**src/hw/rtl/otg_pkg.sv**
```systemverilog
package otg_pkg;

   // Default tape width limit, used by the top level parameter.
   localparam int MAX_COLUMNS_DEF = 30;

   // Field widths
   localparam int ANGLE_W   = 13;
   localparam int ROW_W     = 4;
   localparam int OUT_ROW_W = 5;
   localparam int COL_W     = 5;
   localparam int GLYPH_W   = 8;
   localparam int RING_W    = 6;
   localparam int Q30_W     = 8;
   localparam int CENTER_W  = 11;
   localparam int ADDR_W    = 5;
   localparam int DATA_W    = 32;

   // Angle arithmetic, sixteenths of a degree
   localparam logic [ANGLE_W-1:0] FULL_TURN  = 13'd5760;
   localparam logic [ANGLE_W-1:0] HALF_TURN  = 13'd2880;
   localparam logic [7:0]         STEP_ANGLE = 8'd120;
   localparam logic [RING_W-1:0]  RING_LAST  = 6'd47;

   // x/30 as (x * 8739) >> 18, exact for x below 10082
   localparam logic [13:0] DIV30_MUL   = 14'd8739;
   localparam int          DIV30_SHIFT = 18;
   localparam int          PROD_W      = 27;

   // Register reset and clamp values
   localparam logic [COL_W-1:0] TAPE_RESET  = 5'd12;
   localparam logic [COL_W-1:0] MIN_COLUMNS = 5'd3;

   // Font codes
   localparam logic [GLYPH_W-1:0] GLYPH_BLANK   = 8'h00;
   localparam logic [GLYPH_W-1:0] GLYPH_NORTH   = 8'h18;
   localparam logic [GLYPH_W-1:0] GLYPH_EAST    = 8'h0F;
   localparam logic [GLYPH_W-1:0] GLYPH_SOUTH   = 8'h1D;
   localparam logic [GLYPH_W-1:0] GLYPH_WEST    = 8'h21;
   localparam logic [GLYPH_W-1:0] GLYPH_MAJ_P0  = 8'hD2;
   localparam logic [GLYPH_W-1:0] GLYPH_MAJ_P1  = 8'hD4;
   localparam logic [GLYPH_W-1:0] GLYPH_MAJ_P2  = 8'hD3;
   localparam logic [GLYPH_W-1:0] GLYPH_MAJ_P3  = 8'hD5;
   localparam logic [GLYPH_W-1:0] GLYPH_MIN_EVN = 8'hD0;
   localparam logic [GLYPH_W-1:0] GLYPH_MIN_ODD = 8'hD1;

   // Ring positions of the cardinal letters
   localparam logic [RING_W-1:0] RING_NORTH = 6'd0;
   localparam logic [RING_W-1:0] RING_EAST  = 6'd12;
   localparam logic [RING_W-1:0] RING_SOUTH = 6'd24;
   localparam logic [RING_W-1:0] RING_WEST  = 6'd36;

   typedef enum logic [2:0] {
      REG_BASE_ROW    = 3'd0,
      REG_BASE_COLUMN = 3'd1,
      REG_TAPE_COLS   = 3'd2,
      REG_RIGHT_ARROW = 3'd3,
      REG_LEFT_ARROW  = 3'd4,
      REG_UP_ARROW    = 3'd5
   } reg_idx_type;

   // Register values plus a few figures derived from them
   typedef struct packed {
      logic [ROW_W-1:0]    base_row;
      logic [COL_W-1:0]    base_column;
      logic [COL_W-1:0]    tape_columns;
      logic [GLYPH_W-1:0]  right_arrow_glyph;
      logic [GLYPH_W-1:0]  left_arrow_glyph;
      logic [GLYPH_W-1:0]  up_arrow_glyph;
      logic [COL_W-1:0]    width;          // clamped tape width
      logic [CENTER_W-1:0] center_angle;   // center column times one step
      logic [RING_W-1:0]   last_cell_idx;  // cells per item minus one
   } otg_cfg_type;

   // One tape update handed from the angle pipeline to the cell emitter
   typedef struct packed {
      logic              right;
      logic [1:0]        phase;
      logic [RING_W-1:0] ie;       // ring position of the leftmost inner column
      logic [RING_W-1:0] ie_mark;  // same, offset by the bearing marker
   } otg_task_type;

   function automatic logic [Q30_W-1:0] div30(input logic [ANGLE_W-1:0] x);
      logic [PROD_W-1:0] p;
      p = PROD_W'(x) * PROD_W'(DIV30_MUL);
      return p[DIV30_SHIFT +: Q30_W];
   endfunction

   function automatic logic [GLYPH_W-1:0] card_glyph(input logic [RING_W-1:0] ie);
      logic [GLYPH_W-1:0] g;
      g = GLYPH_BLANK;
      if (ie == RING_NORTH) g = GLYPH_NORTH;
      if (ie == RING_EAST)  g = GLYPH_EAST;
      if (ie == RING_SOUTH) g = GLYPH_SOUTH;
      if (ie == RING_WEST)  g = GLYPH_WEST;
      return g;
   endfunction

   // True on ring positions that are multiples of three
   function automatic logic tick_major(input logic [RING_W-1:0] ie);
      logic r;
      r = 1'b0;
      for (int k = 0; k < 16; k++) begin
         if (ie == RING_W'(3 * k)) r = 1'b1;
      end
      return r;
   endfunction

   function automatic logic [GLYPH_W-1:0] top_glyph(input logic major,
                                                   input logic [1:0] phase);
      logic [GLYPH_W-1:0] g;
      if (major) begin
         case (phase)
            2'd0:    g = GLYPH_MAJ_P0;
            2'd1:    g = GLYPH_MAJ_P1;
            2'd2:    g = GLYPH_MAJ_P2;
            default: g = GLYPH_MAJ_P3;
         endcase
      end else begin
         g = phase[0] ? GLYPH_MIN_ODD : GLYPH_MIN_EVN;
      end
      return g;
   endfunction

endpackage

```
**src/hw/rtl/otg_emit.sv**
```systemverilog
module otg_emit import otg_pkg::*; #(
   parameter int MAX_COLUMNS = MAX_COLUMNS_DEF
) (
   input  logic                 clock,
   input  logic                 reset,
   input  otg_cfg_type          cfg,
   input  logic                 task_valid,
   output logic                 task_ready,
   input  otg_task_type         task_in,
   output logic                 rsp_valid,
   input  logic                 rsp_ready,
   output logic [OUT_ROW_W-1:0] cell_row,
   output logic [COL_W-1:0]     cell_column,
   output logic [GLYPH_W-1:0]   glyph_code,
   output logic                 last_cell
);

   localparam int CNT_W = $clog2(2 * MAX_COLUMNS - 2);

   // item being walked
   logic               slot_v_ff, slot_v_in;
   otg_task_type       slot_ff, slot_in;
   logic [CNT_W-1:0]   cnt_ff, cnt_in;
   logic [COL_W-1:0]   i_ff, i_in;
   // output register
   logic                 out_v_ff, out_v_in;
   logic [OUT_ROW_W-1:0] row_ff, row_in;
   logic [COL_W-1:0]     col_ff, col_in;
   logic [GLYPH_W-1:0]   glyph_ff, glyph_in;
   logic                 last_ff, last_in;

   logic                 advance, at_last;
   logic [COL_W-1:0]     far_col, in_col;
   logic [OUT_ROW_W-1:0] top_row;

   always_comb begin
      advance    = slot_v_ff && (!out_v_ff || rsp_ready);
      at_last    = cnt_ff == cfg.last_cell_idx[CNT_W-1:0];
      task_ready = !slot_v_ff || (advance && at_last);
      far_col    = cfg.base_column + cfg.width - 5'd1;
      in_col     = cfg.base_column + 5'd1 + i_ff;
      top_row    = {1'b0, cfg.base_row};

      slot_v_in = slot_v_ff;
      slot_in   = slot_ff;
      cnt_in    = cnt_ff;
      i_in      = i_ff;
      out_v_in  = out_v_ff;
      row_in    = row_ff;
      col_in    = col_ff;
      glyph_in  = glyph_ff;
      last_in   = last_ff;

      if (advance) begin
         out_v_in = 1'b1;
         last_in  = at_last;
         cnt_in   = cnt_ff + CNT_W'(1);
         if (cnt_ff == '0) begin
            // arrow end cell, on the side of the shorter turn
            row_in   = top_row;
            col_in   = slot_ff.right ? far_col : cfg.base_column;
            glyph_in = slot_ff.right ? cfg.right_arrow_glyph : cfg.left_arrow_glyph;
         end else if (cnt_ff == CNT_W'(1)) begin
            row_in   = top_row;
            col_in   = slot_ff.right ? cfg.base_column : far_col;
            glyph_in = GLYPH_BLANK;
         end else if (!cnt_ff[0]) begin
            // lower row: marker wins over a letter
            row_in   = top_row + 5'd1;
            col_in   = in_col;
            glyph_in = (slot_ff.ie_mark == '0) ? cfg.up_arrow_glyph : card_glyph(slot_ff.ie);
         end else begin
            row_in   = top_row;
            col_in   = in_col;
            glyph_in = top_glyph(tick_major(slot_ff.ie), slot_ff.phase);
            i_in     = i_ff + 5'd1;
            slot_in.ie      = (slot_ff.ie == RING_LAST) ? '0 : slot_ff.ie + 6'd1;
            slot_in.ie_mark = (slot_ff.ie_mark == RING_LAST) ? '0 : slot_ff.ie_mark + 6'd1;
         end
         if (at_last) slot_v_in = 1'b0;
      end else if (rsp_ready) begin
         out_v_in = 1'b0;
      end

      if (task_ready && task_valid) begin
         slot_v_in = 1'b1;
         slot_in   = task_in;
         cnt_in    = '0;
         i_in      = '0;
      end
   end

   always_ff @(posedge clock) begin
      if (reset) begin
         slot_v_ff <= 1'b0;
         out_v_ff  <= 1'b0;
      end else begin
         slot_v_ff <= slot_v_in;
         out_v_ff  <= out_v_in;
      end
   end

   always_ff @(posedge clock) begin
      slot_ff  <= slot_in;
      cnt_ff   <= cnt_in;
      i_ff     <= i_in;
      row_ff   <= row_in;
      col_ff   <= col_in;
      glyph_ff <= glyph_in;
      last_ff  <= last_in;
   end

   assign rsp_valid   = out_v_ff;
   assign cell_row    = row_ff;
   assign cell_column = col_ff;
   assign glyph_code  = glyph_ff;
   assign last_cell   = last_ff;

endmodule

```
**config.mk**
```make
export PLATFORM = sky130hd
export DESIGN_NAME = otg_emit
export DESIGN_NICKNAME = d
export VERILOG_FILES = /design/src/hw/rtl/otg_pkg.sv /design/src/hw/rtl/otg_emit.sv
export SDC_FILE = /design/constraint.sdc
export NUM_CORES = 1
export LEC_CHECK = 0
export BUFFER_PORTS_ARGS = -buffer_cell sky130_fd_sc_hd__buf_2
export CORE_MARGIN = 5
export CORE_UTILIZATION = 52
export CTS_CLUSTER_SIZE = 28
export DETAILED_ROUTE_END_ITERATION = 16
export GPL_TIMING_DRIVEN = 0
export PLACE_DENSITY = 0.8
export RECOVER_POWER = 100
export SLEW_MARGIN = 20
export SYNTH_ARGS = -nofsm -noshare
export SYNTH_HDL_FRONTEND = slang
export SYNTH_SLANG_ARGS = --single-unit
```
**constraint.sdc**
```tcl
create_clock -name clock -period 2.5 [get_ports clock]
set_input_delay 0 -clock clock [delete_from_list [all_inputs] [get_ports clock]]
set_output_delay 0 -clock clock [all_outputs]
set_load 0.01 [all_outputs]
```
Word-level counts from Yosys, hierarchy flattened
Cells that the tools add are included.
W data, S select, Z words.
- RAM bits: 0
- bits of input ports: 79
- ROM bits: 0
- output and inout port bits: 21
- memories kept: 0
- bits in registers: 47
- bits in latches: 0
- logic and storage cells: 117
- $mul: 0
- add/sub/neg operators: 9
- eq/ne operators: 23
- bitwise logic cells: 2
- reduce and logical (&&, ||, !) cells: 19
- order comparisons: 0
- multiplexer cells: 51
- div/mod/pow operators: 0
- shifts and indexed selects: 0
- operators with widths (operator ; count):
    $mux W8 ; 9
    $mux W12 ; 5
    $eq A6 B6 Y1 const B ; 7
    $eq A6 B5 Y1 const B ; 5
    $mux W1 ; 26
    $mux W5 ; 5
    $add A6 B1 Y6 const B ; 3
    $eq A6 B4 Y1 const B ; 3
    $logic_not A6 Y1 ; 3
    $mux W4 ; 3
    $mux W6 ; 2
    $add A5 B1 Y5 const B ; 2
    $add A5 B5 Y5 ; 2
    $pmux W3 S3 ; 1
    $reduce_and A4 Y1 ; 2
    $reduce_bool A2 Y1 ; 4
    $eq A6 B1 Y1 const B ; 1
    $eq A6 B2 Y1 const B ; 1
    $eq A6 B3 Y1 const B ; 1
    $eq A6 B6 Y1 ; 1
    $add A4 B1 Y5 const B ; 1
    $sub A5 B1 Y5 const B ; 1
    $ne A2 B1 Y1 const B ; 2
    $logic_and A1 B1 Y1 ; 3
    8 further kinds ; 11

Logic depth before layout (Yosys ltp)
- depth after elaboration: 25
- depth in mapped cells: 9
- mapped depth without buffers: 9

Worst setup path before layout
OpenSTA, ideal clock, no wires.
- path type: reg2reg
- from: register slot_ff[6] (netlist name)
- to: register glyph_ff[2] (netlist: glyph_code[2]), data pin
- period minus slack after synthesis: 2.212 ns
- arrival time: 1.956 ns
- library setup time: 0.256 ns
- path slack: 0.288 ns
- cell stages (with the launch flop): 7
- data required time: 2.244 ns
- path buffers: 0
- cells stage by stage: edfxtp_1 > ha_1 > or4b_1 > o2111a_1 > a311oi_2 > nand2_1 > a41o_1
- longest elaborated chain between the ends: 25
- elaborated cells between the ends (all ways): 44
- classes of those cells: eq/ne (15); mux (28); reduce/logical (1)
- ends and longest elaborated chain (item ; line ; source):
    start, declared ; otg_emit.sv:22 ; otg_task_type slot_ff, slot_in;
    start signal, assigned ; otg_emit.sv:104 ; slot_ff <= slot_in;
    $logic_not A6 Y1 ; otg_pkg.sv:103 ; if (ie == RING_W'(3 * k)) r = 1'b1;
    $mux W1 (16 in series) ; otg_pkg.sv:103 ;
    $mux W1 ; otg_emit.sv:67 ; end else if (!cnt_ff[0]) begin
    $mux W1 ; otg_emit.sv:63 ; end else if (cnt_ff == CNT_W'(1)) begin
    $mux W1 ; otg_emit.sv:58 ; if (cnt_ff == '0) begin
    $mux W1 ; otg_emit.sv:54 ; if (advance) begin
    $mux W8 ; otg_pkg.sv:111 ; if (major) begin
    $mux W8 * ; otg_emit.sv:67 ;
    $mux W8 * ; otg_emit.sv:63 ;
    $mux W8 * ; otg_emit.sv:58 ;
    end signal, assigned ; otg_emit.sv:109 ; glyph_ff <= glyph_in;
    end, declared ; otg_emit.sv:29 ; logic [GLYPH_W-1:0] glyph_ff, glyph_in;
Mark *: on every way between the ends. The rest lies on a longest branch, timed or not. The select of a mux whose other input is x is not followed.
A chain may end at the register's enable or synchronous reset.

Worst setup path after layout
- from: register slot_ff[6] (netlist name)
- to: register glyph_ff[0] (netlist: glyph_code[0]), data pin
The elaborated chain is that of the path after synthesis.

==> flow_metrics.env <==
export IMPL_fin_crit_sh=0.9864
export IMPL_antenna_left=0
export IMPL_die_area_um2=8108
export IMPL_hp_class="in2reg"
export IMPL_synth_area_um2=3332
export IMPL_diodes=0
export IMPL_r2r_cells=7
export IMPL_tightestPinTransition_ns=1.315
export IMPL_synth_top_family_by_area="simple AND/OR/NAND/NOR gates"
export IMPL_yosysWarnings=0
export IMPL_hold_depth=2
export IMPL_synth_edf_count=34
export IMPL_crit_slowest_cell="edfxtp_1"
export IMPL_cts_tree="done"
export IMPL_routed_via_density=5.606
export IMPL_first_global_vias=2888
export IMPL_crit_path_max_fanout=6
export IMPL_cp_cell_sequence="inv_1, ha_1, nor2_1, a2111oi_0, o21ai_0, a2111oi_2, a211oi_1"
export IMPL_hold_viol=0
export IMPL_crit_required_ns=2.55
export IMPL_setup_viol_count_final=0
export IMPL_wl_per_cell_um=15.83
export IMPL_vias=2887
export IMPL_syn_to_final_growth_pct=21.89
export IMPL_cts_sinks=47
export IMPL_power_leakage_nw=1.730
export IMPL_min_period_ns=2.466
export IMPL_gr_total_overflow=0
export IMPL_synthAdderAreaFrac=0.09463
export IMPL_rsz0062_at_grt="yes"
export IMPL_core_um2=6277
export IMPL_total_power_mw=2.301
export IMPL_ys_seq_area_frac=0.3845
export IMPL_whs_endpoint="slot_ff[6]$_DFFE_PP_"
export IMPL_num_rows=29
export IMPL_max_freq_mhz=405.5
export IMPL_synthTopCellsByArea="edfxtp_1 (31%), ha_1 (8.3%), dfxtp_1 (7.8%)"
export IMPL_crit_type="reg2reg"
export IMPL_syn_instance_count=332
export IMPL_io_buffers=83
export IMPL_yosys_area_top_type="edfxtp_1"
export IMPL_start_kind="register"
export IMPL_gr_usage_all_layers=0.1961
export IMPL_fill_cells=538
export IMPL_synth_xor_area_frac=0.08674
export IMPL_clock_path_buffers=2
export IMPL_synth_flop_cell="edfxtp_1"
export IMPL_endpoint_kind="register"
export IMPL_r2r_end="glyph_code[0]$_DFFE_PP_"
export IMPL_routed_wirelength_mm=8.155
export IMPL_gp_congestion=0.8679
export IMPL_pre_cts_ws_ns=0.04133
export IMPL_yosysMostFrequentCell="edfxtp_1"
export IMPL_dr_pass1_iters=4
export IMPL_clk_pin_slew_ns=0.10
export IMPL_synthSimpleGateAreaFrac=0.1562
export IMPL_r2r_start="slot_ff[6]$_DFFE_PP_"
export IMPL_finalMaxSlewViolations=0
export IMPL_relSlewSlack=0.1233
export IMPL_dp_hpwl_mm=6.130
export IMPL_grt_first_pass_wirelength_mm=13.41
export IMPL_fin_area_um2=4061
export IMPL_peakVddDrop_v=0.0003530
export IMPL_cts_root_buffer="clkbuf_8"
export IMPL_async_reset_ff_frac=0
export IMPL_outcome="finished clean"
export IMPL_synthMuxAreaShare=0.07661
export IMPL_cap_viol_max_count=0
export IMPL_power_density_nw_per_um2=566.5
export IMPL_clkLatencyLatePin_ns=0.31
export IMPL_fin_ws_ns=0.03408
export IMPL_die_h_um=90.05
export IMPL_start_util=0.5308
export IMPL_fp_dieW_um=90.05
export IMPL_drt_initial_drc_count=122
export IMPL_antenna_found_initial=0
export IMPL_synth_common_cells="edfxtp_1 (34), inv_1 (29), nor2_1 (26)"
export IMPL_hp_start="task_in[6]"
export IMPL_ios=100
export IMPL_grt_max_degree=26
export IMPL_syn_nets=435
export IMPL_fin_util=0.6470
export IMPL_synth_area_per_cell_um2=10.04
export IMPL_arrival_ns=2.51
export IMPL_yosysUniqueCellTypes=61
export IMPL_htree_levels=2
export IMPL_synth_compound_area_frac=0.1449
export IMPL_clock_skew_ns=0.01337
export IMPL_rrSetupSlack_ns=0.03
export IMPL_dpl_cell_count=492
export IMPL_post_synth_top_area_fraction=0.3064
export IMPL_numCtsBuffers=5
export IMPL_critPathMaxStageDelay_ns=0.49
export IMPL_route_detailed_drc=0
export IMPL_ys_ff_latch=47
export IMPL_fin_nets=540
export IMPL_drive_gt1_frac=0.2420
export IMPL_dpl_cell_area_um2=3845
export IMPL_final_cells=515
[through the flow]
| step | setup TNS, ns | hold slack [ns] |
|---|---|---|
| after global placement | 0 | 0.1727 |
| after detailed placement | 0 | 0.1742 |
| after CTS | 0 | 0.003874 |
| after global routing | -0.03572 | 0.006591 |
| after floorplan | 0 | 0.06907 |
| final | 0 | 0.01204 |
[report_power, final]
| group | internal [mW] | switching, mW |
|---|---|---|
| Clock | 0.195 | 0.265 |
| Combinational | 0.354 | 0.471 |
| Sequential | 0.957 | 0.0582 |
| Total | 1.51 | 0.794 |
[routing by layer]
| metal | wire length (um) | up-vias | global-route usage |
|---|---|---|---|
| met1 | 3431 | 1359 | 0.2425 |
| li1 | - | 1406 | - |
| met5 | 0 | - | 0 |
| met3 | 557 | 12 | 0.05008 |
| met2 | 4043 | 110 | 0.3409 |
| met4 | 123 | 0 | 0.04715 |
[worst max path at each step]
stage                                start                      end  slack (ns)  cells after the start
floorplan             slot_ff[6]$_DFFE_PP_  glyph_code[2]$_DFFE_PP_        0.29                      6
global placement    cnt_ff[0]$_SDFFE_PP0P_    cell_row[1]$_DFFE_PP_        0.14                      6
detailed placement  cnt_ff[0]$_SDFFE_PP0P_    cell_row[1]$_DFFE_PP_        0.04                      6
CTS                 cnt_ff[0]$_SDFFE_PP0P_    cell_row[1]$_DFFE_PP_       0.005                      6
global route          slot_ff[6]$_DFFE_PP_  glyph_code[2]$_DFFE_PP_       -0.04                      7
finish                slot_ff[6]$_DFFE_PP_  glyph_code[0]$_DFFE_PP_        0.03                      7
[cells in the final DEF (no fill, tap or decap), types with 5 or more instances in the layout]
cell,synthesis,layout
a21oi_1,16,16
buf_2,3,65
clkbuf_1,5,27
clkbuf_8,0,5
dfxtp_1,13,12
dlygate4sd3_1,0,13
edfxtp_1,34,34
ha_1,22,21
inv_1,29,30
mux2_2,12,11
mux2i_1,12,12
nand2_1,18,17
nand3_1,9,9
nor2_1,26,27
nor3b_1,5,5
o21ai_0,12,11
o22ai_1,8,8
xnor2_1,22,22
xor2_1,11,11
[area by class of cell]
type                       instances  area, um2  share of cell area
sequential                        47       1282              0.3158
timing repair buffer              98      535.5              0.1319
tap                               77      96.34             0.02372
inverter                          30      112.6             0.02773
multi-input combinational        242       1872              0.4609
clock inverter                     3      20.02            0.004929
clock buffer                       5      68.82             0.01694
buffer                            13      73.82             0.01818
[cell families (layout without fill, tap and decap cells)]
family                     after synthesis  after routing
muxes                                   24             24
adders and majority gates               24             24
and+or+nand+nor                         95             95
AOI/OAI and AO/OA                       66             66
xor gates and xnor gates                33             33
DFF                                     47             47
buffers and inverters                   43            149
[worst max-delay path: cells and delay by family, from the launching register on]
family,cells,cell delay [ns]
simple gates,1,0.11
buf+inv,1,0.12
compound gates,4,1.21
fa+ha+maj,1,0.27
flops,1,0.49
[sequential cells by signal, summed over array words and instances (netlist names)]
name	flops
cell_row	5
glyph_code	8
rsp_valid	1
last_cell	1
cell_column	5
i_ff	5
slot_v_ff	1
slot_ff	15
cnt_ff	6
[timing repair]
| action | CTS | global route |
|---|---|---|
| endpoints found under the setup margin | 0 | 6 |
| endpoints found under the hold margin | 13 | 0 |
| hold buffers | 13 | 0 |
| setup buffers | 0 | 2 |
| gates resized for setup | 0 | 6 |
Note: power is estimated with default switching activity, not from simulation.
