--- config.mk ---
export PLATFORM = sky130hd
export DESIGN_NAME = otg_csr
export DESIGN_NICKNAME = d
export VERILOG_FILES = /design/src/hw/rtl/otg_pkg.sv /design/src/hw/rtl/otg_csr.sv
export SDC_FILE = /design/constraint.sdc
export NUM_CORES = 1
export LEC_CHECK = 0
export BUFFER_PORTS_ARGS = -buffer_cell sky130_fd_sc_hd__buf_4
export CAP_MARGIN = 40
export CORE_MARGIN = 2
export CORE_UTILIZATION = 48
export DETAILED_ROUTE_END_ITERATION = 12
export GPL_ROUTABILITY_DRIVEN = 0
export PLACE_DENSITY = 0.85
export SLEW_MARGIN = 20
export SYNTH_ARGS = -nofsm -noshare
export SYNTH_HDL_FRONTEND = slang
export SYNTH_SLANG_ARGS = --single-unit
--- constraint.sdc ---
create_clock -name clock -period 6.68 [get_ports clock]
set_input_delay 1.002 -clock clock [delete_from_list [all_inputs] [get_ports clock]]
set_output_delay 1.002 -clock clock [all_outputs]
set_load 0.02 [all_outputs]
--- src/hw/rtl/otg_pkg.sv ---
package otg_pkg;

   // Default tape width limit, used by the top level parameter.
   localparam int MAX_COLUMNS_DEF = 30;

   // Field widths
   localparam int ANGLE_W   = 13;
   localparam int ROW_W     = 4;
   localparam int OUT_ROW_W = 5;
   localparam int COL_W     = 5;
   localparam int GLYPH_W   = 8;
   localparam int RING_W    = 6;
   localparam int Q30_W     = 8;
   localparam int CENTER_W  = 11;
   localparam int ADDR_W    = 5;
   localparam int DATA_W    = 32;

   // Angle arithmetic, sixteenths of a degree
   localparam logic [ANGLE_W-1:0] FULL_TURN  = 13'd5760;
   localparam logic [ANGLE_W-1:0] HALF_TURN  = 13'd2880;
   localparam logic [7:0]         STEP_ANGLE = 8'd120;
   localparam logic [RING_W-1:0]  RING_LAST  = 6'd47;

   // x/30 as (x * 8739) >> 18, exact for x below 10082
   localparam logic [13:0] DIV30_MUL   = 14'd8739;
   localparam int          DIV30_SHIFT = 18;
   localparam int          PROD_W      = 27;

   // Register reset and clamp values
   localparam logic [COL_W-1:0] TAPE_RESET  = 5'd12;
   localparam logic [COL_W-1:0] MIN_COLUMNS = 5'd3;

   // Font codes
   localparam logic [GLYPH_W-1:0] GLYPH_BLANK   = 8'h00;
   localparam logic [GLYPH_W-1:0] GLYPH_NORTH   = 8'h18;
   localparam logic [GLYPH_W-1:0] GLYPH_EAST    = 8'h0F;
   localparam logic [GLYPH_W-1:0] GLYPH_SOUTH   = 8'h1D;
   localparam logic [GLYPH_W-1:0] GLYPH_WEST    = 8'h21;
   localparam logic [GLYPH_W-1:0] GLYPH_MAJ_P0  = 8'hD2;
   localparam logic [GLYPH_W-1:0] GLYPH_MAJ_P1  = 8'hD4;
   localparam logic [GLYPH_W-1:0] GLYPH_MAJ_P2  = 8'hD3;
   localparam logic [GLYPH_W-1:0] GLYPH_MAJ_P3  = 8'hD5;
   localparam logic [GLYPH_W-1:0] GLYPH_MIN_EVN = 8'hD0;
   localparam logic [GLYPH_W-1:0] GLYPH_MIN_ODD = 8'hD1;

   // Ring positions of the cardinal letters
   localparam logic [RING_W-1:0] RING_NORTH = 6'd0;
   localparam logic [RING_W-1:0] RING_EAST  = 6'd12;
   localparam logic [RING_W-1:0] RING_SOUTH = 6'd24;
   localparam logic [RING_W-1:0] RING_WEST  = 6'd36;

   typedef enum logic [2:0] {
      REG_BASE_ROW    = 3'd0,
      REG_BASE_COLUMN = 3'd1,
      REG_TAPE_COLS   = 3'd2,
      REG_RIGHT_ARROW = 3'd3,
      REG_LEFT_ARROW  = 3'd4,
      REG_UP_ARROW    = 3'd5
   } reg_idx_type;

   // Register values plus a few figures derived from them
   typedef struct packed {
      logic [ROW_W-1:0]    base_row;
      logic [COL_W-1:0]    base_column;
      logic [COL_W-1:0]    tape_columns;
      logic [GLYPH_W-1:0]  right_arrow_glyph;
      logic [GLYPH_W-1:0]  left_arrow_glyph;
      logic [GLYPH_W-1:0]  up_arrow_glyph;
      logic [COL_W-1:0]    width;          // clamped tape width
      logic [CENTER_W-1:0] center_angle;   // center column times one step
      logic [RING_W-1:0]   last_cell_idx;  // cells per item minus one
   } otg_cfg_type;

   // One tape update handed from the angle pipeline to the cell emitter
   typedef struct packed {
      logic              right;
      logic [1:0]        phase;
      logic [RING_W-1:0] ie;       // ring position of the leftmost inner column
      logic [RING_W-1:0] ie_mark;  // same, offset by the bearing marker
   } otg_task_type;

   function automatic logic [Q30_W-1:0] div30(input logic [ANGLE_W-1:0] x);
      logic [PROD_W-1:0] p;
      p = PROD_W'(x) * PROD_W'(DIV30_MUL);
      return p[DIV30_SHIFT +: Q30_W];
   endfunction

   function automatic logic [GLYPH_W-1:0] card_glyph(input logic [RING_W-1:0] ie);
      logic [GLYPH_W-1:0] g;
      g = GLYPH_BLANK;
      if (ie == RING_NORTH) g = GLYPH_NORTH;
      if (ie == RING_EAST)  g = GLYPH_EAST;
      if (ie == RING_SOUTH) g = GLYPH_SOUTH;
      if (ie == RING_WEST)  g = GLYPH_WEST;
      return g;
   endfunction

   // True on ring positions that are multiples of three
   function automatic logic tick_major(input logic [RING_W-1:0] ie);
      logic r;
      r = 1'b0;
      for (int k = 0; k < 16; k++) begin
         if (ie == RING_W'(3 * k)) r = 1'b1;
      end
      return r;
   endfunction

   function automatic logic [GLYPH_W-1:0] top_glyph(input logic major,
                                                   input logic [1:0] phase);
      logic [GLYPH_W-1:0] g;
      if (major) begin
         case (phase)
            2'd0:    g = GLYPH_MAJ_P0;
            2'd1:    g = GLYPH_MAJ_P1;
            2'd2:    g = GLYPH_MAJ_P2;
            default: g = GLYPH_MAJ_P3;
         endcase
      end else begin
         g = phase[0] ? GLYPH_MIN_ODD : GLYPH_MIN_EVN;
      end
      return g;
   endfunction

endpackage

--- src/hw/rtl/otg_csr.sv ---
module otg_csr import otg_pkg::*; #(
   parameter int MAX_COLUMNS = MAX_COLUMNS_DEF
) (
   input  logic              clock,
   input  logic              reset,
   input  logic              psel,
   input  logic              penable,
   input  logic              pwrite,
   input  logic [ADDR_W-1:0] paddr,
   input  logic [DATA_W-1:0] pwdata,
   output logic [DATA_W-1:0] prdata,
   output logic              pready,
   output otg_cfg_type       cfg
);

   logic [ROW_W-1:0]   base_row_ff, base_row_in;
   logic [COL_W-1:0]   base_col_ff, base_col_in;
   logic [COL_W-1:0]   tape_cols_ff, tape_cols_in;
   logic [GLYPH_W-1:0] right_ff, right_in;
   logic [GLYPH_W-1:0] left_ff, left_in;
   logic [GLYPH_W-1:0] up_ff, up_in;
   logic               wr_en;
   reg_idx_type        idx;
   logic [COL_W-1:0]   width;
   logic [COL_W-1:0]   inner;
   logic [3:0]         center;

   assign pready = 1'b1;
   assign wr_en  = psel && penable && pwrite;
   assign idx    = reg_idx_type'(paddr[4:2]);

   always_comb begin
      base_row_in  = base_row_ff;
      base_col_in  = base_col_ff;
      tape_cols_in = tape_cols_ff;
      right_in     = right_ff;
      left_in      = left_ff;
      up_in        = up_ff;
      if (wr_en) begin
         unique case (idx)
            REG_BASE_ROW:    base_row_in  = pwdata[ROW_W-1:0];
            REG_BASE_COLUMN: base_col_in  = pwdata[COL_W-1:0];
            REG_TAPE_COLS:   tape_cols_in = pwdata[COL_W-1:0];
            REG_RIGHT_ARROW: right_in     = pwdata[GLYPH_W-1:0];
            REG_LEFT_ARROW:  left_in      = pwdata[GLYPH_W-1:0];
            REG_UP_ARROW:    up_in        = pwdata[GLYPH_W-1:0];
            default: ;
         endcase
      end
   end

   always_ff @(posedge clock) begin
      if (reset) begin
         base_row_ff  <= '0;
         base_col_ff  <= '0;
         tape_cols_ff <= TAPE_RESET;
         right_ff     <= '0;
         left_ff      <= '0;
         up_ff        <= '0;
      end else begin
         base_row_ff  <= base_row_in;
         base_col_ff  <= base_col_in;
         tape_cols_ff <= tape_cols_in;
         right_ff     <= right_in;
         left_ff      <= left_in;
         up_ff        <= up_in;
      end
   end

   always_comb begin
      prdata = '0;
      unique case (idx)
         REG_BASE_ROW:    prdata = DATA_W'(base_row_ff);
         REG_BASE_COLUMN: prdata = DATA_W'(base_col_ff);
         REG_TAPE_COLS:   prdata = DATA_W'(tape_cols_ff);
         REG_RIGHT_ARROW: prdata = DATA_W'(right_ff);
         REG_LEFT_ARROW:  prdata = DATA_W'(left_ff);
         REG_UP_ARROW:    prdata = DATA_W'(up_ff);
         default:         prdata = '0;
      endcase
   end

   // Clamp width to 3..MAX_COLUMNS; derived figures are static while idle
   always_comb begin
      if (tape_cols_ff < MIN_COLUMNS) begin
         width = MIN_COLUMNS;
      end else if ({1'b0, tape_cols_ff} > 6'(MAX_COLUMNS)) begin
         width = COL_W'(MAX_COLUMNS);
      end else begin
         width = tape_cols_ff;
      end
      inner  = width - 5'd2;
      center = inner[4:1];
      cfg.base_row          = base_row_ff;
      cfg.base_column       = base_col_ff;
      cfg.tape_columns      = tape_cols_ff;
      cfg.right_arrow_glyph = right_ff;
      cfg.left_arrow_glyph  = left_ff;
      cfg.up_arrow_glyph    = up_ff;
      cfg.width             = width;
      cfg.center_angle      = CENTER_W'(center) * CENTER_W'(STEP_ANGLE);
      cfg.last_cell_idx     = {width, 1'b0} - 6'd3;
   end

endmodule

; Yosys cells after proc, flatten, opt, wreduce, memory -nomap -nowiden
; Index checks and enable logic that the tools add are counted.
[totals]
register_bits = 38
[classes]
n_addsub = 2
multipliers = 1
order_cmp = 2
eq_ne = 5
muxes = 3
reduce_logical = 9
[op_table]
columns = op, count
row1 = 8-bit one-hot mux with 6 select lines, 1
row2 = 2-bit AND reduction, 6
row3 = 5-bit two-way mux, 2
row4 = "4-bit by 4-bit multiplier with 8-bit output, second input constant", 1
row5 = "3-bit by 2-bit equality test with 1-bit output, second input constant", 2
row6 = "3-bit equality test, second input constant", 2
row7 = "6-bit by 2-bit subtractor with 6-bit output, second input constant", 1
row8 = "5-bit > comparator, second input constant", 1
row9 = "5-bit by 2-bit < comparator with 1-bit output, second input constant", 1
row10 = "5-bit by 2-bit subtractor with 5-bit output, second input constant", 1
row11 = "3-bit by 1-bit equality test with 1-bit output, second input constant", 1
row12 = 3-bit zero test, 1
row13 = 1-bit logical AND, 2

; Depth between registers and ports, before layout
; Gate-level depths: netlist of run 1.
[logic_depth]
depth_word = 5
ltp_mapped = 13
mapped_depth_nobuf = 12

; Worst setup path before layout of run 1
; Ideal clock, no wire load.
[synth_timing]
kind = register to output
start = register tape_cols_ff[2]
end = output port cfg[14] in the netlist's numbering
arrival_time_ps = 4377
slack_ps = 1301
path_stages_with_launch = 14
path_cell_list = dfxtp_1 -> buf_2 -> nor3_1 -> nor2_1 -> inv_1 -> a21boi_0 -> xor2_1 -> fa_1 -> ha_1 -> ha_1 -> nand2_1 -> a2111oi_0 -> nor2b_1 -> xnor2_1
[synth_rtl]
columns = element, line_no
row1 = from (decl), otg_csr.sv:18  ; logic [COL_W-1:0] tape_cols_ff, tape_cols_in;
row2 = from (signal assigned), otg_csr.sv:63  ; tape_cols_ff <= tape_cols_in;
row3 = to (decl), otg_csr.sv:13  ; output otg_cfg_type cfg

==> run summary, run 1 <==
Initial Util -> 0.5065
Number of max-cap violations -> 0
Asr flop ratio synth -> 0
Most common cell in the netlist -> dfxtp_1
Clock latency at the later pin of the worst-skew pair -> 290 ps
CTS Buf Count -> 5
Grt ovf -> 0
Post-synth top area cell -> dfxtp_1
Critical Path Fanout Max -> 13
Layout area overhead -> 22.41%
RSZ-0062 raised after global routing -> false
Status -> complete, no violations
Die H -> 75.30 um
Peak VDD IR -> 122.8 uV
Number of synthesized flops with an enable pin -> 0
Worst-path clk slew -> 70 ps
Sequential share of the synthesized area -> 0.3118
Top post-synthesis cells by area -> dfxtp_1 31%, mux2i_1 14%, buf_4 10%, ha_1 6.7%, nor2_1 4.9%
I/O pin cnt -> 135
Reg2Reg Launch Point -> tape_cols_ff[2]$_SDFFE_PP1P_
Post-Syn Area -> 0.002440 mm^2
Setup_tns -> 0 ps
Slew headroom -> 0.5905
Critical path required time -> 5680 ps
Hold violation total from the final report -> 0
CTS tree -> done
Clk_skew -> 0 ps
GRT Overall Usage -> 0.2059
Post-route ant nets -> 0
Die Wd -> 75.30 um
Power Density -> 152.7 mW/mm^2
Hold WS -> 494.3 ps
Final setup violation count -> 0
H-tree depth -> 2
Placed instance count -> 404
First-pass GRT wire length -> 8818 um
Layout Utilization -> 0.6200
Hold Buf Count CTS -> 0
Crit. End Element -> primary output
Cells after synthesis -> 279
Power Total -> 0.4561 mW
Reg2Reg Setup Slack -> 5620 ps
Initial antenna violation count -> 0
Synth warnings -> 0
Slew Viols, Final -> 0
Drt first pass iters -> 4
Die area -> 0.005669 mm^2
IO Port Bufs -> 79
Crit path cell chain -> nor3_1 > nor2_1 > inv_1 > a21boi_0 > xor2_1 > fa_1 > ha_1 > ha_1 > nand2_1 > a2111oi_0 > nor2b_1 > xnor2_1 > buf_4
Number of global-route vias before repair -> 1824
Post-layout min period -> 5229 ps
Post-CTS Setup Repair Bufs -> 0
FP Rows -> 25
Main flop type after synthesis -> dfxtp_1
Hold/Removal Path Class -> reg -> reg
Synth top area share -> 0.3118
Post-layout net count -> 402
Syn_area_per_cell -> 8.745 um^2
Post-CTS sizing -> 0
Tcrit/Tclk final -> 0.7828
Max Freq -> 0.1912 GHz
Critical path arrival -> 4230 ps
Hold path endpoint -> base_col_ff[0]$_SDFFE_PP0P_
DR iter-0 viols -> 137
Ratio of cells with drive above 1 in the final layout -> 0.2791
CP max stage cell -> dfxtp_1
P_leak -> 1.390 nW
Synth Register Bits -> 38
Worst-margin pin slew -> 612.2 ps
CP most frequent cell -> ha_1
Vias -> 2081
Final Non-Filler Cells -> 411
Clock Tree Buf Depth -> 2
Largest net degree at the start of global routing -> 39
CTS Sinks -> 38
DRC viols -> 0
Worst Hold Depth -> 2
Synth cell count leaders -> 38 x dfxtp_1, 33 x buf_4, 33 x mux2i_1
Synth unique cells -> 42
Total Wirelength -> 5790 um
Hold path start -> base_col_ff[0]$_SDFFE_PP0P_
WL/cell -> 14.09 um
Area of the core -> 0.004817 mm^2
Clock root cell -> clkbuf_8
Worst R2R Path Depth -> 3
Vias per inst -> 5.063
Crit-path max cell delay -> 590 ps
Hpwl dp -> 4364 um
# diodes -> 0
Crit path kind -> reg -> out
Worst r2r dst -> tape_cols_ff[2]$_SDFFE_PP1P_
CP Launch Type -> register
==> routing by layer <==
| layer | vias to the layer above | wire length, um | global-route usage |
|---|---|---|---|
| li1 | 1016 | - | - |
| met1 | 980 | 2453 | 0.2604 |
| met2 | 81 | 2847 | 0.3411 |
| met3 | 4 | 428 | 0.06217 |
| met4 | 0 | 61 | 0.06043 |
| met5 | - | 0 | 0 |
==> sequential cells by signal, indices dropped and copies added (netlist names) <==
register and cells:
base_row_ff 4, base_col_ff 5, left_ff 8, up_ff 8
right_ff 8, tape_cols_ff 5
==> final cells by class <==
class | count | area [um^2]
Inverter | 9 | 33.78
Clock buffer | 5 | 68.82
Tap cell | 67 | 83.83
Timing Repair Buffer | 79 | 593.1
Sequential cell | 38 | 760.7
Fill cell | 442 | 1831
Clock inverter | 2 | 10.01
Multi-Input combinational cell | 211 | 1436
==> worst max-delay path, delay by kind of cell, from the launching register on <==
| family | cells | cell delay (ps) |
|---|---|---|
| xor gates and xnor gates | 2 | 690 |
| buffers and inverters | 2 | 280 |
| AOI/OAI and AO/OA | 2 | 660 |
| adders and majority gates | 3 | 1210 |
| DFF | 1 | 590 |
| and+or+nand+nor | 4 | 500 |
==> cells by family (layout without fill, tap and decap cells) <==
logic type	count (synthesis)	after routing	synth area share
flip-flops	38	38	0.3118
other	2	29	0.003078
buffers and inverters	57	95	0.1410
XOR/XNOR	6	6	0.02154
AO/OA/AOI/OAI	49	49	0.1174
adder cells (fa/ha/maj)	16	16	0.09128
multiplexers	36	36	0.1585
AND/OR/NAND/NOR	75	75	0.1554
==> layout by cell type, fill, tap and decap left out, types with 5 or more instances in the layout <==
cell type  instances
buf_4             79
dfxtp_1           38
mux2i_1           33
nor2_1            32
conb_1            29
nand2_1           21
o21ai_0           17
a21oi_1           17
ha_1              13
inv_1              9
nand2b_1           5
clkbuf_8           5
==> through the flow <==
stage / cell area [um^2] / setup slack, ps
floorplan: 2541 / 1301
global placement: 2908 / 1817
detailed placement: 2908 / 1753
CTS: 2987 / 1417
global route: 2987 / 1035
finish: 2987 / 1451
==> worst max-delay path by stage <==
stage / depth (start not counted) / start / endpoint
5_1_grt: 13 / tape_cols_ff[2]$_SDFFE_PP1P_ / cfg[14]
4_1_cts: 13 / tape_cols_ff[2]$_SDFFE_PP1P_ / cfg[14]
3_5_place_dp: 13 / tape_cols_ff[2]$_SDFFE_PP1P_ / cfg[14]
2_1_floorplan: 13 / tape_cols_ff[2]$_SDFFE_PP1P_ / cfg[14]
3_3_place_gp: 13 / tape_cols_ff[2]$_SDFFE_PP1P_ / cfg[14]
6_report: 13 / tape_cols_ff[2]$_SDFFE_PP1P_ / cfg[14]
==> power breakdown <==
part           leakage (nW)  total [mW]  switching (mW)  internal (mW)
combinational          1.04      0.0765          0.0516         0.0249
sequential            0.306       0.230         0.00192          0.228
clock                0.0438       0.150          0.0795         0.0701
total                  1.39       0.456           0.133          0.323
Power figures use the tool's default switching activity.
==> run 2: changes to the inputs <==
--- a/config.mk
+++ b/config.mk
@@ -8,10 +8,10 @@
 export BUFFER_PORTS_ARGS = -buffer_cell sky130_fd_sc_hd__buf_4
 export CAP_MARGIN = 40
 export CORE_MARGIN = 2
-export CORE_UTILIZATION = 48
+export CORE_UTILIZATION = 45
 export DETAILED_ROUTE_END_ITERATION = 12
 export GPL_ROUTABILITY_DRIVEN = 0
-export PLACE_DENSITY = 0.85
+export PLACE_DENSITY = 0.8
 export SLEW_MARGIN = 20
 export SYNTH_ARGS = -nofsm -noshare
 export SYNTH_HDL_FRONTEND = slang
==> constraint.sdc (replaced) <==
create_clock -name clock -period 5.3 [get_ports clock]
set_input_delay 0.795 -clock clock [delete_from_list [all_inputs] [get_ports clock]]
set_output_delay 0.795 -clock clock [all_outputs]
set_load 0.02 [all_outputs]
==> run 2 against run 1 <==
  * Register-to-register slack lost 1400 ps
  * Sequential share of layout area down 0.33 points
  * Wire length is essentially flat
  * Worst hold slack improved by 5.5 ps
  * Sequential cell count unchanged
==> run summary, run 2 (synthesis results as in run 1) <==
Clock power frac -> 0.387
Regs by FF count -> left_ff x8, right_ff x8, up_ff x8
Final setup violation count -> 0
DR iter-0 viols -> 57
Crit-path max cell delay -> 600 ps
CP max stage cell -> dfxtp_1
Slew Viols, Final -> 0
Number of global-route vias before repair -> 1862
Tcrit/Tclk final -> 0.8864
Initial Util -> 0.4717
Post-CTS Setup Repair Bufs -> 0
Fin area -> 0.003025 mm^2
Clock latency at the later pin of the worst-skew pair -> 290 ps
GRT Overall Usage -> 0.1924
Post-route ant nets -> 0
IO Port Bufs -> 79
Power Total -> 0.6303 mW
Number of max-cap violations -> 0
Peak VDD IR -> 191.4 uV
Status -> complete, no violations
DRC viols -> 0
Die area -> 0.006027 mm^2
Placed instance count -> 408
RSZ-0062 raised after global routing -> false
Part of the power in combinational logic -> 0.153
Hpwl dp -> 4354 um
Crit. End Element -> primary output
Setup slack at placement -> 921.6 ps
Post-layout net count -> 403
Crit path cell chain -> nor3_1 > nor2_1 > inv_1 > a21boi_0 > xor2_1 > buf_4 > fa_1 > ha_1 > ha_1 > nand2_1 > a2111oi_0 > nor2b_1 > xnor2_1 > buf_4
Worst-margin pin slew -> 596.0 ps
CTS tree -> done
Layout area overhead -> 24.00%
Post-DP Area -> 0.002919 mm^2
Grt ovf -> 0
Sequential power share -> 0.460
Critical path required time -> 4510 ps
H-tree depth -> 2
CTS Buf Count -> 5
Post-layout min period -> 4698 ps
First-pass GRT wire length -> 9259 um
CP Launch Type -> register
Max Freq -> 0.2129 GHz
NetSw -> 0.1704 mW
Die Wd -> 77.64 um
FP Rows -> 26
Pint -> 0.4599 mW
WL/cell -> 13.91 um
Clk_skew -> 0 ps
Setup_tns -> 0 ps
Area of the core -> 0.005172 mm^2
Die H -> 77.64 um
Hold Buf Count CTS -> 0
Vias per inst -> 5.036
# diodes -> 0
Total Wirelength -> 5786 um
Final Non-Filler Cells -> 416
I/O pin cnt -> 135
Vias -> 2095
P_leak -> 1.404 nW
Critical Path Fanout Max -> 13
Sw frac -> 0.2703
Critical path arrival -> 3900 ps
Worst-path clk slew -> 80 ps
Hold violation total from the final report -> 0
Clock root cell -> clkbuf_8
Crit path kind -> reg -> out
Drt first pass iters -> 4
CTS Sinks -> 38
Final worst setup slack -> 602.3 ps
Slew headroom -> 0.6014
Power Density -> 208.3 mW/mm^2
Hold/Removal Path Class -> reg -> reg
Most frequent cells in the layout -> 80 x buf_4, 38 x dfxtp_1, 33 x mux2i_1
Post-CTS sizing -> 0
Commonest non-fill, non-tap cell in the layout -> buf_4
Clock Tree Buf Depth -> 2
Initial antenna violation count -> 0
Ratio of cells with drive above 1 in the final layout -> 0.2775
Largest net degree at the start of global routing -> 39
-- run 2: cell count changes in the layout (fill, tap and decap cells not counted), sizes merged --
cell | previous run | this run
bufinv | 0 | 1
clkbuf | 5 | 7
clkinv | 2 | 0
buf | 79 | 80
-- run 2: final cells by class --
cell class | instances | area, um^2
fill | 477 | 2147
tap | 70 | 87.58
clock inverter | 1 | 30.03
multi-input combinational | 211 | 1436
sequential | 38 | 760.7
inverter | 9 | 33.78
clock buffer | 7 | 76.32
timing repair buffer | 80 | 600.6
-- run 2: worst paths after layout --
check | start | end | slack, ps | cells after the start
max | tape_cols_ff[2]$_SDFFE_PP1P_ | cfg[14] | 600 | 14
min | right_ff[4]$_SDFFE_PP0P_ | right_ff[4]$_SDFFE_PP0P_ | 500 | 2
max reg2reg | tape_cols_ff[2]$_SDFFE_PP1P_ | tape_cols_ff[2]$_SDFFE_PP1P_ | 4240 | 3
min reg2reg | right_ff[4]$_SDFFE_PP0P_ | right_ff[4]$_SDFFE_PP0P_ | 500 | 2
-- run 2: routing by layer --
metal	track usage	routed length (um)	share of wire	vias to the layer above
met5	0	0	0	-
met4	0.06250	87	0.015	0
met3	0.07093	540	0.093	9
met2	0.3000	2692	0.47	93
met1	0.2460	2466	0.43	970
li1	-	-	-	1023
-- run 2: power groups by stage --
stage,Sequential (mW),Clock (mW),Combinational (mW)
after floorplan,0.298,0,0.0779
after global placement,0.296,0,0.0949
after detailed placement,0.297,0,0.0964
after CTS,0.290,0.247,0.0967
after global routing,0.290,0.262,0.105
final,0.290,0.244,0.0965
-- run 2: worst max-delay path, delay by kind of cell (launching register included) --
family                   cells  cell delay (ps)
buffers and inverters        3              450
flip-flops                   1              600
AO/OA/AOI/OAI                2              630
XOR/XNOR                     2              300
adder cells (fa/ha/maj)      3             1130
AND/OR/NAND/NOR              4              490
-- run 2: through the flow --
stage	hold slack [ps]	util
6_report	499.8	0.5849
5_1_grt	530.4	0.5849
4_1_cts	498.7	0.5849
3_5_place_dp	486.2	0.5643
3_3_place_gp	475.6	0.5643
2_1_floorplan	562.5	-
